File: config.mk
export PLATFORM = sky130hd
export DESIGN_NAME = vga_bank_address_translate
export DESIGN_NICKNAME = d
export VERILOG_FILES = /design/src/rtl/core/vbat_pkg.sv /design/src/rtl/core/vbat_cfg.sv /design/src/rtl/core/vbat_xlate.sv /design/src/rtl/core/vga_bank_address_translate.sv
export VERILOG_INCLUDE_DIRS = /design/src /design/src/rtl/core
export SDC_FILE = /design/constraint.sdc
export NUM_CORES = 1
export LEC_CHECK = 0
export BUFFER_PORTS_ARGS = -buffer_cell sky130_fd_sc_hd__buf_2
export CAP_MARGIN = 15
export CORE_AREA = 2 2 79 81
export CTS_CLUSTER_DIAMETER = 40
export DETAILED_ROUTE_END_ITERATION = 10
export DIE_AREA = 0 0 81 83
export PLACE_DENSITY_LB_ADDON = 0.2
export SETUP_SLACK_MARGIN = 0.05
export SYNTH_ARGS = -nofsm -noshare
export SYNTH_HDL_FRONTEND = slang
export SYNTH_SLANG_ARGS = --single-unit
File: constraint.sdc
create_clock -name clk -period 9.7 [get_ports clk]
set_input_delay 0.97 -clock clk [delete_from_list [all_inputs] [get_ports clk]]
set_output_delay 0.97 -clock clk [all_outputs]
set_load 0.01 [all_outputs]
File: src/rtl/core/vga_bank_address_translate_macros.svh
// assertion helpers shared by the translator rtl
`ifndef VGA_BANK_ADDRESS_TRANSLATE_MACROS_SVH
`define VGA_BANK_ADDRESS_TRANSLATE_MACROS_SVH

// clocked check, off while reset is asserted
`define VBAT_ASSERT(label, prop, msg) \
	label: assert property (@(posedge clk) disable iff (!arst_n) (prop)) else $error(msg);

// clocked check that also holds through reset
`define VBAT_ASSERT_ALWAYS(label, prop, msg) \
	label: assert property (@(posedge clk) (prop)) else $error(msg);

`endif

File: src/rtl/core/vbat_pkg.sv
package vbat_pkg;

	localparam int unsigned BANK_W   = 8;
	localparam int unsigned WIN_W    = 2;
	localparam int unsigned MSZ_W    = 2;
	localparam int unsigned FLAGS_W  = 3;
	localparam int unsigned OFFSET_W = 17;
	localparam int unsigned ADDR_W   = 21;
	localparam int unsigned CFG_IDX_W  = 3;
	localparam int unsigned CFG_DATA_W = 8;

	localparam logic [ADDR_W-1:0] SLOT_STEP = 21'h08000;
	localparam logic [ADDR_W-1:0] MASK_512K = 21'h07ffff;
	localparam logic [ADDR_W-1:0] MASK_1M   = 21'h0fffff;
	localparam logic [ADDR_W-1:0] LOW_KEEP  = 21'h00fffc;

	localparam logic [WIN_W-1:0] WIN_64K = 2'd1;
	localparam logic [MSZ_W-1:0] MSZ_1M  = 2'd3;
	localparam logic [MSZ_W-1:0] MSZ_RESET = 2'd1;

	localparam int unsigned FLAG_HIGHRES = 0;
	localparam int unsigned FLAG_DWORD   = 1;
	localparam int unsigned FLAG_CHAIN4  = 2;

	typedef enum logic [CFG_IDX_W-1:0] {
		REG_PRIMARY_BANK   = 3'd0,
		REG_SECONDARY_BANK = 3'd1,
		REG_WINDOW_SELECT  = 3'd2,
		REG_DUAL_BANK      = 3'd3,
		REG_MEMORY_SIZE    = 3'd4,
		REG_SPLIT_RW       = 3'd5,
		REG_DISPLAY_FLAGS  = 3'd6
	} reg_index_t;

	// register contents plus values derived from them
	typedef struct packed {
		logic [BANK_W-1:0] primary_bank;
		logic [BANK_W-1:0] secondary_bank;
		logic [WIN_W-1:0]  window_select;
		logic              dual_bank_enable;
		logic              split_read_write;
		logic [ADDR_W-1:0] step;
		logic [ADDR_W-1:0] slot1_mask;
		logic              swizzle_en;
	} cfg_t;

endpackage

File: src/rtl/core/vbat_cfg.sv
module vbat_cfg
	import vbat_pkg::*;
(
	input  logic                  clk,
	input  logic                  arst_n,
	input  logic                  cfg_we,
	input  logic [CFG_IDX_W-1:0]  cfg_index,
	input  logic [CFG_DATA_W-1:0] cfg_data,
	output cfg_t                  cfg
);

	logic [BANK_W-1:0]  primary_bank_q;
	logic [BANK_W-1:0]  secondary_bank_q;
	logic [WIN_W-1:0]   window_select_q;
	logic               dual_bank_q;
	logic [MSZ_W-1:0]   memory_size_q;
	logic               split_rw_q;
	logic [FLAGS_W-1:0] display_flags_q;

	always_ff @(posedge clk or negedge arst_n) begin
		if (!arst_n) begin
			primary_bank_q   <= '0;
			secondary_bank_q <= '0;
			window_select_q  <= '0;
			dual_bank_q      <= 1'b0;
			memory_size_q    <= MSZ_RESET;
			split_rw_q       <= 1'b0;
			display_flags_q  <= '0;
		end else if (cfg_we) begin
			case (reg_index_t'(cfg_index))
				REG_PRIMARY_BANK:   primary_bank_q   <= cfg_data[BANK_W-1:0];
				REG_SECONDARY_BANK: secondary_bank_q <= cfg_data[BANK_W-1:0];
				REG_WINDOW_SELECT:  window_select_q  <= cfg_data[WIN_W-1:0];
				REG_DUAL_BANK:      dual_bank_q      <= cfg_data[0];
				REG_MEMORY_SIZE:    memory_size_q    <= cfg_data[MSZ_W-1:0];
				REG_SPLIT_RW:       split_rw_q       <= cfg_data[0];
				REG_DISPLAY_FLAGS:  display_flags_q  <= cfg_data[FLAGS_W-1:0];
				default: ;
			endcase
		end
	end

	always_comb begin
		cfg.primary_bank     = primary_bank_q;
		cfg.secondary_bank   = secondary_bank_q;
		cfg.window_select    = window_select_q;
		cfg.dual_bank_enable = dual_bank_q;
		cfg.split_read_write = split_rw_q;
		// small windows give odd slots no 32k step
		cfg.step       = window_select_q[1] ? '0 : SLOT_STEP;
		cfg.slot1_mask = (memory_size_q == MSZ_1M) ? MASK_1M : MASK_512K;
		cfg.swizzle_en = display_flags_q[FLAG_HIGHRES] && display_flags_q[FLAG_DWORD]
			&& !display_flags_q[FLAG_CHAIN4] && (window_select_q == WIN_64K)
			&& (memory_size_q == MSZ_1M);
	end

endmodule

File: src/rtl/core/vbat_xlate.sv
module vbat_xlate
	import vbat_pkg::*;
(
	input  cfg_t                cfg,
	input  logic                kind,
	input  logic [OFFSET_W-1:0] host_offset,
	output logic [ADDR_W-1:0]   vram_address
);

	logic [1:0]        slot;
	logic              odd;
	logic [ADDR_W-1:0] p_base;
	logic [ADDR_W-1:0] s_base;
	logic [ADDR_W-1:0] rw_base;
	logic [ADDR_W-1:0] base;
	logic [ADDR_W-1:0] linear;
	logic [1:0]        plane;
	logic [ADDR_W-1:0] swizzled;

	assign slot   = host_offset[16:15];
	assign odd    = slot[0];
	assign p_base = {1'b0, cfg.primary_bank, 12'h000};
	assign s_base = {1'b0, cfg.secondary_bank, 12'h000};
	assign rw_base = kind ? s_base : p_base;

	always_comb begin
		if (cfg.split_read_write) begin
			base = odd ? rw_base + cfg.step : rw_base;
		end else if (cfg.dual_bank_enable) begin
			if (cfg.window_select != '0) begin
				base = odd ? p_base + cfg.step : s_base;
			end else begin
				case (slot)
					2'd0:    base = s_base;
					2'd1:    base = s_base + cfg.step;
					2'd2:    base = p_base;
					default: base = p_base + cfg.step;
				endcase
			end
		end else begin
			base = odd ? p_base + cfg.step : p_base;
		end
		// only slot 1 is clipped to installed memory
		if (slot == 2'd1)
			base = base & cfg.slot1_mask;
	end

	assign linear = {6'b0, host_offset[14:0]} + base;
	assign plane  = linear[1:0];

	// plane number moves into bits 17:16
	assign swizzled = {16'b0, linear[20:16]} | {3'b0, plane, 16'h0000}
		| (linear & LOW_KEEP);

	assign vram_address = (cfg.swizzle_en && (linear[17:16] != plane)) ? swizzled : linear;

endmodule

File: src/rtl/core/vga_bank_address_translate.sv
// host window address translator
// input channel: in_valid / in_stall carry one access beat (kind, host_offset);
// kind 0 is a read, 1 is a write. output channel: out_valid / out_stall carry
// the translated vram_address, one result beat per access, in order.
// config port: cfg_we writes cfg_data into register cfg_index;
// indexes beyond the register list are dropped. write only while idle.
// path: the input register loads at the accepting edge, then the result
// register loads from it once it may advance, and out_valid rises with it.
// throughput: one access per cycle while not stalled; the bank base select,
// the 21-bit add and the plane swizzle all fit between the two registers.
// stall: with out_stall high the result register holds and the input register
// still takes one more beat; in_stall rises only when both are full.
// reset: arst_n clears both valid flags and returns the bank registers to
// zero with memory size code 1; no clearing pass is needed.
`include "vga_bank_address_translate_macros.svh"

module vga_bank_address_translate
	import vbat_pkg::*;
(
	input  logic                  clk,
	input  logic                  arst_n,
	input  logic                  cfg_we,
	input  logic [CFG_IDX_W-1:0]  cfg_index,
	input  logic [CFG_DATA_W-1:0] cfg_data,
	input  logic                  in_valid,
	output logic                  in_stall,
	input  logic                  kind,
	input  logic [OFFSET_W-1:0]   host_offset,
	output logic                  out_valid,
	input  logic                  out_stall,
	output logic [ADDR_W-1:0]     vram_address
);

	cfg_t                cfg;
	logic                valid_s1;
	logic                kind_s1;
	logic [OFFSET_W-1:0] offset_s1;
	logic                out_valid_q;
	logic [ADDR_W-1:0]   addr_q;
	logic [ADDR_W-1:0]   addr_next;
	logic                advance;
	logic                in_take;

	vbat_cfg u_cfg (
		.clk       (clk),
		.arst_n    (arst_n),
		.cfg_we    (cfg_we),
		.cfg_index (cfg_index),
		.cfg_data  (cfg_data),
		.cfg       (cfg)
	);

	vbat_xlate u_xlate (
		.cfg          (cfg),
		.kind         (kind_s1),
		.host_offset  (offset_s1),
		.vram_address (addr_next)
	);

	// result register can load when empty or being drained
	assign advance  = !out_valid_q || !out_stall;
	assign in_stall = valid_s1 && !advance;
	assign in_take  = in_valid && !in_stall;

	always_ff @(posedge clk or negedge arst_n) begin
		if (!arst_n) begin
			valid_s1    <= 1'b0;
			out_valid_q <= 1'b0;
		end else begin
			if (advance)
				out_valid_q <= valid_s1;
			if (advance || !valid_s1)
				valid_s1 <= in_take;
		end
	end

	always_ff @(posedge clk) begin
		if (in_take) begin
			kind_s1   <= kind;
			offset_s1 <= host_offset;
		end
		if (advance && valid_s1)
			addr_q <= addr_next;
	end

	assign out_valid    = out_valid_q;
	assign vram_address = addr_q;

	`VBAT_ASSERT_ALWAYS(a_stall_only_when_full,
		in_stall |-> (valid_s1 && out_valid_q && out_stall),
		"input stalled while a stage is free")
	`VBAT_ASSERT(a_s1_moves_on,
		(valid_s1 && (!out_valid_q || !out_stall)) |=> out_valid_q,
		"staged beat did not reach the result register")
	`VBAT_ASSERT(a_s1_holds,
		(valid_s1 && in_stall) |=> (valid_s1 && $stable(kind_s1) && $stable(offset_s1)),
		"staged beat changed while blocked")

endmodule
# After elaboration in Yosys (flattened, before gate mapping)
# Cells that the tools add are included.
[totals]
register_bits = 66
in_bits = 34
[classes]
n_addsub = 4
eq_ne = 11
n_mux = 12
bitwise_logic = 3
n_reduce_logical = 26
[ops]
columns = ["cell", "count"]
rows = [
  ["$mux 21", 8],
  ["$pmux 21 s3", 1],
  ["$add 20x16->21", 2],
  ["$mux 20", 2],
  ["$add 15x21->21", 1],
  ["$add 21x16->21", 1],
  ["$and 21x20->21", 1],
  ["$or 21x16->21", 1],
  ["$or 5x18->18", 1],
  ["$mux 16", 1],
  ["$reduce_and 2->1", 7],
  ["$eq 3x3->1 const B", 3],
  ["$logic_and 1x1->1", 8],
  ["$eq 3x2->1 const B", 2],
  ["$logic_not 1->1", 6],
  ["$eq 2x1->1 const B", 2],
  ["$eq 2x2->1 const B", 2],
  ["$eq 3x1->1 const B", 1],
  ["$logic_not 3->1", 1],
  ["$logic_not 2->1", 1],
  ["$logic_or 1x1->1", 2],
  ["$ne 2x2->1", 1],
  ["$reduce_bool 2->1", 1],
]

# Depth between registers and ports, before layout
[logic_depth]
ltp_word = 12
mapped_depth = 15
ltp_nobuf = 12

# Hierarchy
# From an unflattened synthesis, not the netlist that was laid out.
[hier_totals]
cells_unflattened = 491
hier_area_um2 = 5153.7
[by_module_without_submodules]
columns = ["mod", "instances", "cells_each", "area_each_um2"]
rows = [
  ["vbat_xlate", 1, 338, 2542.4],
  ["vbat_cfg", 1, 106, 1347.5],
  ["vga_bank_address_translate", 1, 47, 1263.7],
]

# Worst setup path before layout
# No wires, ideal clock.
[synth_path]
kind = "reg2reg"
startpoint = "register offset_s1[15]"
endpoint = "register addr_q[2] (netlist: vram_address[2]), data pin"
setup_time_ns = 0.261
arrival_ns = 2.985
path_slack_ns = 6.454
path_stages_with_launch = 14
path_cell_list = "edfxtp_1 > buf_4 > buf_6 > clkbuf_1 > o21ai_0 > a32oi_1 > mux2_2 > ha_1 > a21o_1 > a21oi_1 > a311oi_4 > xnor3_1 > o21ai_1 > o21bai_1"
[synth_between]
elab_chain_len = 11
word_cells_on_any_way = 18
[synth_rtl]
columns = ["element", "line_no", "rtl"]
rows = [
  ["start: declaration", "vga_bank_address_translate.sv:37", "logic [OFFSET_W-1:0] offset_s1;"],
  ["start signal: assignment", "vga_bank_address_translate.sv:80", "offset_s1 <= host_offset;"],
  ["$eq 2x2->1, or another cell as far along", "vbat_xlate.sv:33", "case (slot)"],
  ["$pmux 21 s3", "vbat_xlate.sv:33", ""],
  ["$mux 21", "vbat_xlate.sv:30", "if (cfg.window_select != '0) begin"],
  ["$mux 21", "vbat_xlate.sv:29", "end else if (cfg.dual_bank_enable) begin"],
  ["$mux 21", "vbat_xlate.sv:27", "if (cfg.split_read_write) begin"],
  ["$and 21x20->21", "vbat_xlate.sv:45", "base = base & cfg.slot1_mask;"],
  ["$mux 21 *", "vbat_xlate.sv:44", "if (slot == 2'd1)"],
  ["$add 15x21->21 *", "vbat_xlate.sv:48", "assign linear = {6'b0, host_offset[14:0]} + base;"],
  ["$or 5x18->18 / $ne 2x2->1 (equally long branches)", "vbat_xlate.sv:52, vbat_xlate.sv:55", ""],
  ["$or 21x16->21 / $logic_and 1x1->1 (equally long branches)", "vbat_xlate.sv:53, vbat_xlate.sv:55", ""],
  ["$mux 21 *", "vbat_xlate.sv:55", "assign vram_address = (cfg.swizzle_en && (linear[17:16] != plane)) ? swizzled : linear;"],
  ["via addr_next[2]", "vga_bank_address_translate.sv:40", "logic [ADDR_W-1:0] addr_next;"],
  ["end signal: assignment", "vga_bank_address_translate.sv:83", "addr_q <= addr_next;"],
  ["end: declaration", "vga_bank_address_translate.sv:39", "logic [ADDR_W-1:0] addr_q;"],
]
# Mark *: on every way through the listed nets, which the timed path passes. The rest lies on a longest branch.
# A chain may end at the register's enable or synchronous reset.

# Final worst setup path
# Ends and elaborated chain as after synthesis.

==> metrics.md <==
| Metric | Value |
|---|---|
| Vias per cell | `roughly 5.7` |
| Rows | `28` |
| Crit path required time | `9.79 ns` |
| Worst path slowest cell | `edfxtp_1` |
| Logic gate share of total power | `0.265` |
| Initial antenna violation count | `0` |
| Nets | `approximately 370` |
| Worst hold slack | `0.427 ns` |
| CTS clk-pin slew, worst paths | `0.08 ns` |
| Final Slew Violations | `0` |
| Slew @ Worst Pin | `1.13 ns` |
| Clock Latency Late Sink | `roughly 0.34 ns` |
| Post-route cell area | `roughly 3900 sq um` |
| Worst vdd ir | `0.000131 V` |
| GR Overflow Total | `0` |
| Die H | `83 um` |
| Post-DP HPWL | `4.60 mm` |
| Cts bufs inserted | `9` |
| Post-Synth Adder-Cell Area | `0.0391` |
| CTS max path bufs | `2` |
| Routed wire per std cell | `15.8 um` |
| Synthesized flop and latch total | `66` |
| P_leak | `1.60 nW` |
| Initial DRC Count | `139` |
| Placed cell areas | `3700 sq um` |
| Die area | `6720 sq um` |
| Multiplexer area fraction after synthesis | `0.111` |
| Port Buffers | `56` |
| Post-Syn Area | `3390 sq um` |
| Fin crit share | `0.375` |
| Vias after detailed routing | `2,269` |
| Main synth FF type | `edfxtp_1` |
| Psw | `about 270 uW` |
| P_int | `between 500 and 600 uW` |
| Worst setup margin | `6.06 ns` |
| Crit path cell chain | `o21ai_0 -> a32oi_1 -> mux2_2 -> ha_1 -> a21o_1 -> a21oi_1 -> a311oi_4 -> xnor3_1 -> o21ai_1 -> o21bai_1` |
| CORE AREA | `between 5000 and 6000 sq um` |
| Htree depth | `3` |
| Post_cts resized | `0` |
| Worst Hold Class | `reg -> reg` |
| Fmax | `275 MHz` |
| Sequential power share | `0.464` |
| Drt pass-1 iters | `4` |
| Max incr delay on CP | `0.92 ns` |
| CP Capture Type | `flop` |
| Critical path type | `reg -> reg` |
| # diodes | `0` |
| RD Place Congestion | `0.921` |
| Post-Route WL | `between 6 and 7 mm` |
| Unrepaired setup endpoints after global routing | `false` |
| Total power after layout | `between 800 and 900 uW` |
| Die width | `81 um` |
| Layout area overhead | `15.5%` |
| Clock share of power | `0.271` |
| Post-Synthesis Cells | `264` |
| Max cap viols | `0` |
| Share of cells above drive strength 1 | `0.347` |
| Simple-Gate Fraction of Synth Area | `0.106` |
| Register area share after synthesis | `0.545` |
| Ports | `57` |
| Final hold violations | `0` |
| First-pass GRT wire length | `10.8 mm` |
| Sw Share | `0.316` |
| Pin count of the biggest net entering global routing | `30` |
| CP bufs+invs | `0` |
| Number of flops mapped to enable cells by yosys | `39` |
| Compound-Gate Fraction of Synth Area | `0.107` |
| Mean Syn Cell Area | `12.8 sq um` |
| Synth warn | `0` |
| Nature of the critical path startpoint | `flop` |
| Max Clock Skew | `0.00903 ns` |
| Async set or reset register ratio after synthesis | `0.409` |
| XOR/XNOR share of the synthesized area | `0.0572` |
| Fillers | `457` |
| Number of routed nets with antenna violations | `0` |
| CTS tree | `yes` |
| Status | `complete, no violations` |
| Pre-CTS setup slack | `6.06 ns` |
| Max-slew headroom | `0.240` |
| Post-route DRC | `0` |
| Post-CTS Setup Bufs | `0` |
| Crit path DAT | `between 3 and 4 ns` |
| Root buf cell | `clkbuf_8` |
| # setup viols final | `0` |
| GRT Util Overall | `0.210` |
| CP top delay family | `compound AO/OA/AOI/OAI gates` |
| Vias in the first global route | `2,287` |
| Clk sinks | `66` |
| Hold_buf cts | `0` |
| Starting Density | `0.583` |
| Crit Path Max Fanout | `29` |
| Minimum clock period | `approximately 3.6 ns` |
| Yosys cell types | `between 50 and 60` |
| Pwr per Cell Area | `217 nW/um^2` |
| Syn Nets | `between 300 and 400` |
| Main combinational cell family by area after synthesis | `multiplexers` |
| Setup TNS | `0 ns` |
==> final timing paths <==
check / startpoint / endpoint / slack, ns / cells after the start
setup / recovery: offset_s1[15] / vram_address[2] / 6.06 / 10
hold / removal: offset_s1[9] / vram_address[9] / 0.43 / 0
setup reg to reg: offset_s1[15] / vram_address[2] / 6.06 / 10
hold reg to reg: offset_s1[9] / vram_address[9] / 0.43 / 0
max in group asynchronous: arst_n / u_cfg.primary_bank_q[3] / 8.68 / 1
min in group asynchronous: arst_n / u_cfg.memory_size_q[1] / 0.62 / 1
==> final cells by class <==
class / count / area, sq um / share of cell area
clock buffer: 9 / 124 / 0.0316
clock inverter: 7 / 75.1 / 0.0192
inverter: 10 / 37.5 / 0.00958
multi-input combinational: 175 / 1430 / 0.365
sequential: 66 / 1850 / 0.472
tap: 75 / 93.8 / 0.0240
timing repair buffer: 59 / 308 / 0.0786
==> power by group through the flow <==
stage               combinational [mW]  sequential, mW  clock (mW)
finish                           0.225           0.394       0.230
global route                     0.251           0.401       0.246
CTS                              0.225           0.394       0.234
detailed placement               0.223           0.399           0
global placement                 0.218           0.399           0
floorplan                        0.181           0.382           0
==> flip-flops by register name, summed over array words and instances (netlist names) <==
signal	cells
u_cfg.secondary_bank_q	8
u_cfg.primary_bank_q	8
u_cfg.window_select_q	2
kind_s1	1
u_cfg.dual_bank_q	1
u_cfg.split_rw_q	1
u_cfg.display_flags_q	3
vram_address	21
u_cfg.memory_size_q	2
out_valid	1
valid_s1	1
offset_s1	17
==> cell families (layout without fill, tap and decap cells) <==
| group | Yosys count | in the layout |
|---|---|---|
| XOR/XNOR | 19 | 19 |
| flip-flops | 66 | 66 |
| adder cells (fa/ha/maj) | 10 | 10 |
| AO/OA/AOI/OAI | 48 | 48 |
| multiplexers | 34 | 34 |
| AND/OR/NAND/NOR | 64 | 64 |
| buffers and inverters | 23 | 85 |
==> metal layers <==
metal,vias to the layer above,part of all wire,global-route usage
met5,-,0,0
met4,0,0.014,0.0817
met3,8,0.044,0.0467
met2,59,0.50,0.337
met1,1094,0.44,0.278
li1,1108,-,-
==> through the flow <==
| stage | instances | utilization |
|---|---|---|
| final | 401 | 0.673 |
| after global routing | 401 | 0.673 |
| after CTS | 399 | 0.670 |
| after detailed placement | 383 | 0.636 |
| after global placement | 383 | 0.636 |
| after floorplan | 264 | - |
==> synthesized netlist by cell type (all sizes together), types with 2 or more instances <==
cell type | number | area share
edfxtp | 39 | 0.35
mux2 | 29 | 0.096
dfrtp | 26 | 0.19
nand2 | 14 | 0.015
nor2 | 12 | 0.013
xor2 | 11 | 0.028
inv | 10 | 0.011
ha | 9 | 0.033
buf | 8 | 0.018
o21ai | 8 | 0.012
a21oi | 6 | 0.0089
nand2b | 6 | 0.011
nand4 | 6 | 0.011
xnor2 | 6 | 0.015
clkbuf | 5 | 0.0055
mux2i | 5 | 0.015
nand3 | 5 | 0.0074
nor3 | 5 | 0.0074
nor3b | 4 | 0.0089
o211ai | 4 | 0.0089
o22ai | 4 | 0.0074
a311oi | 3 | 0.013
o21bai | 3 | 0.0066
a211o | 2 | 0.0052
a21o | 2 | 0.0044
a221oi | 2 | 0.0052
a31oi | 2 | 0.0037
nand4b | 2 | 0.0052
nor2b | 2 | 0.0037
xnor3 | 2 | 0.013
==> layout by cell type, fill, tap and decap left out, types with 6 or more instances in the layout <==
| cell | Yosys | final |
|---|---|---|
| edfxtp_1 | 39 | 39 |
| nand4_1 | 6 | 6 |
| ha_1 | 9 | 9 |
| a21oi_1 | 6 | 6 |
| xor2_1 | 11 | 11 |
| xnor2_1 | 6 | 6 |
| clkbuf_8 | 0 | 9 |
| nand2_1 | 14 | 14 |
| o21ai_0 | 6 | 6 |
| dfrtp_1 | 26 | 26 |
| nor2_1 | 12 | 12 |
| mux2_2 | 29 | 29 |
| buf_2 | 4 | 56 |
| nand2b_1 | 6 | 6 |
| inv_1 | 10 | 10 |
(Power assumes the default switching activity.)
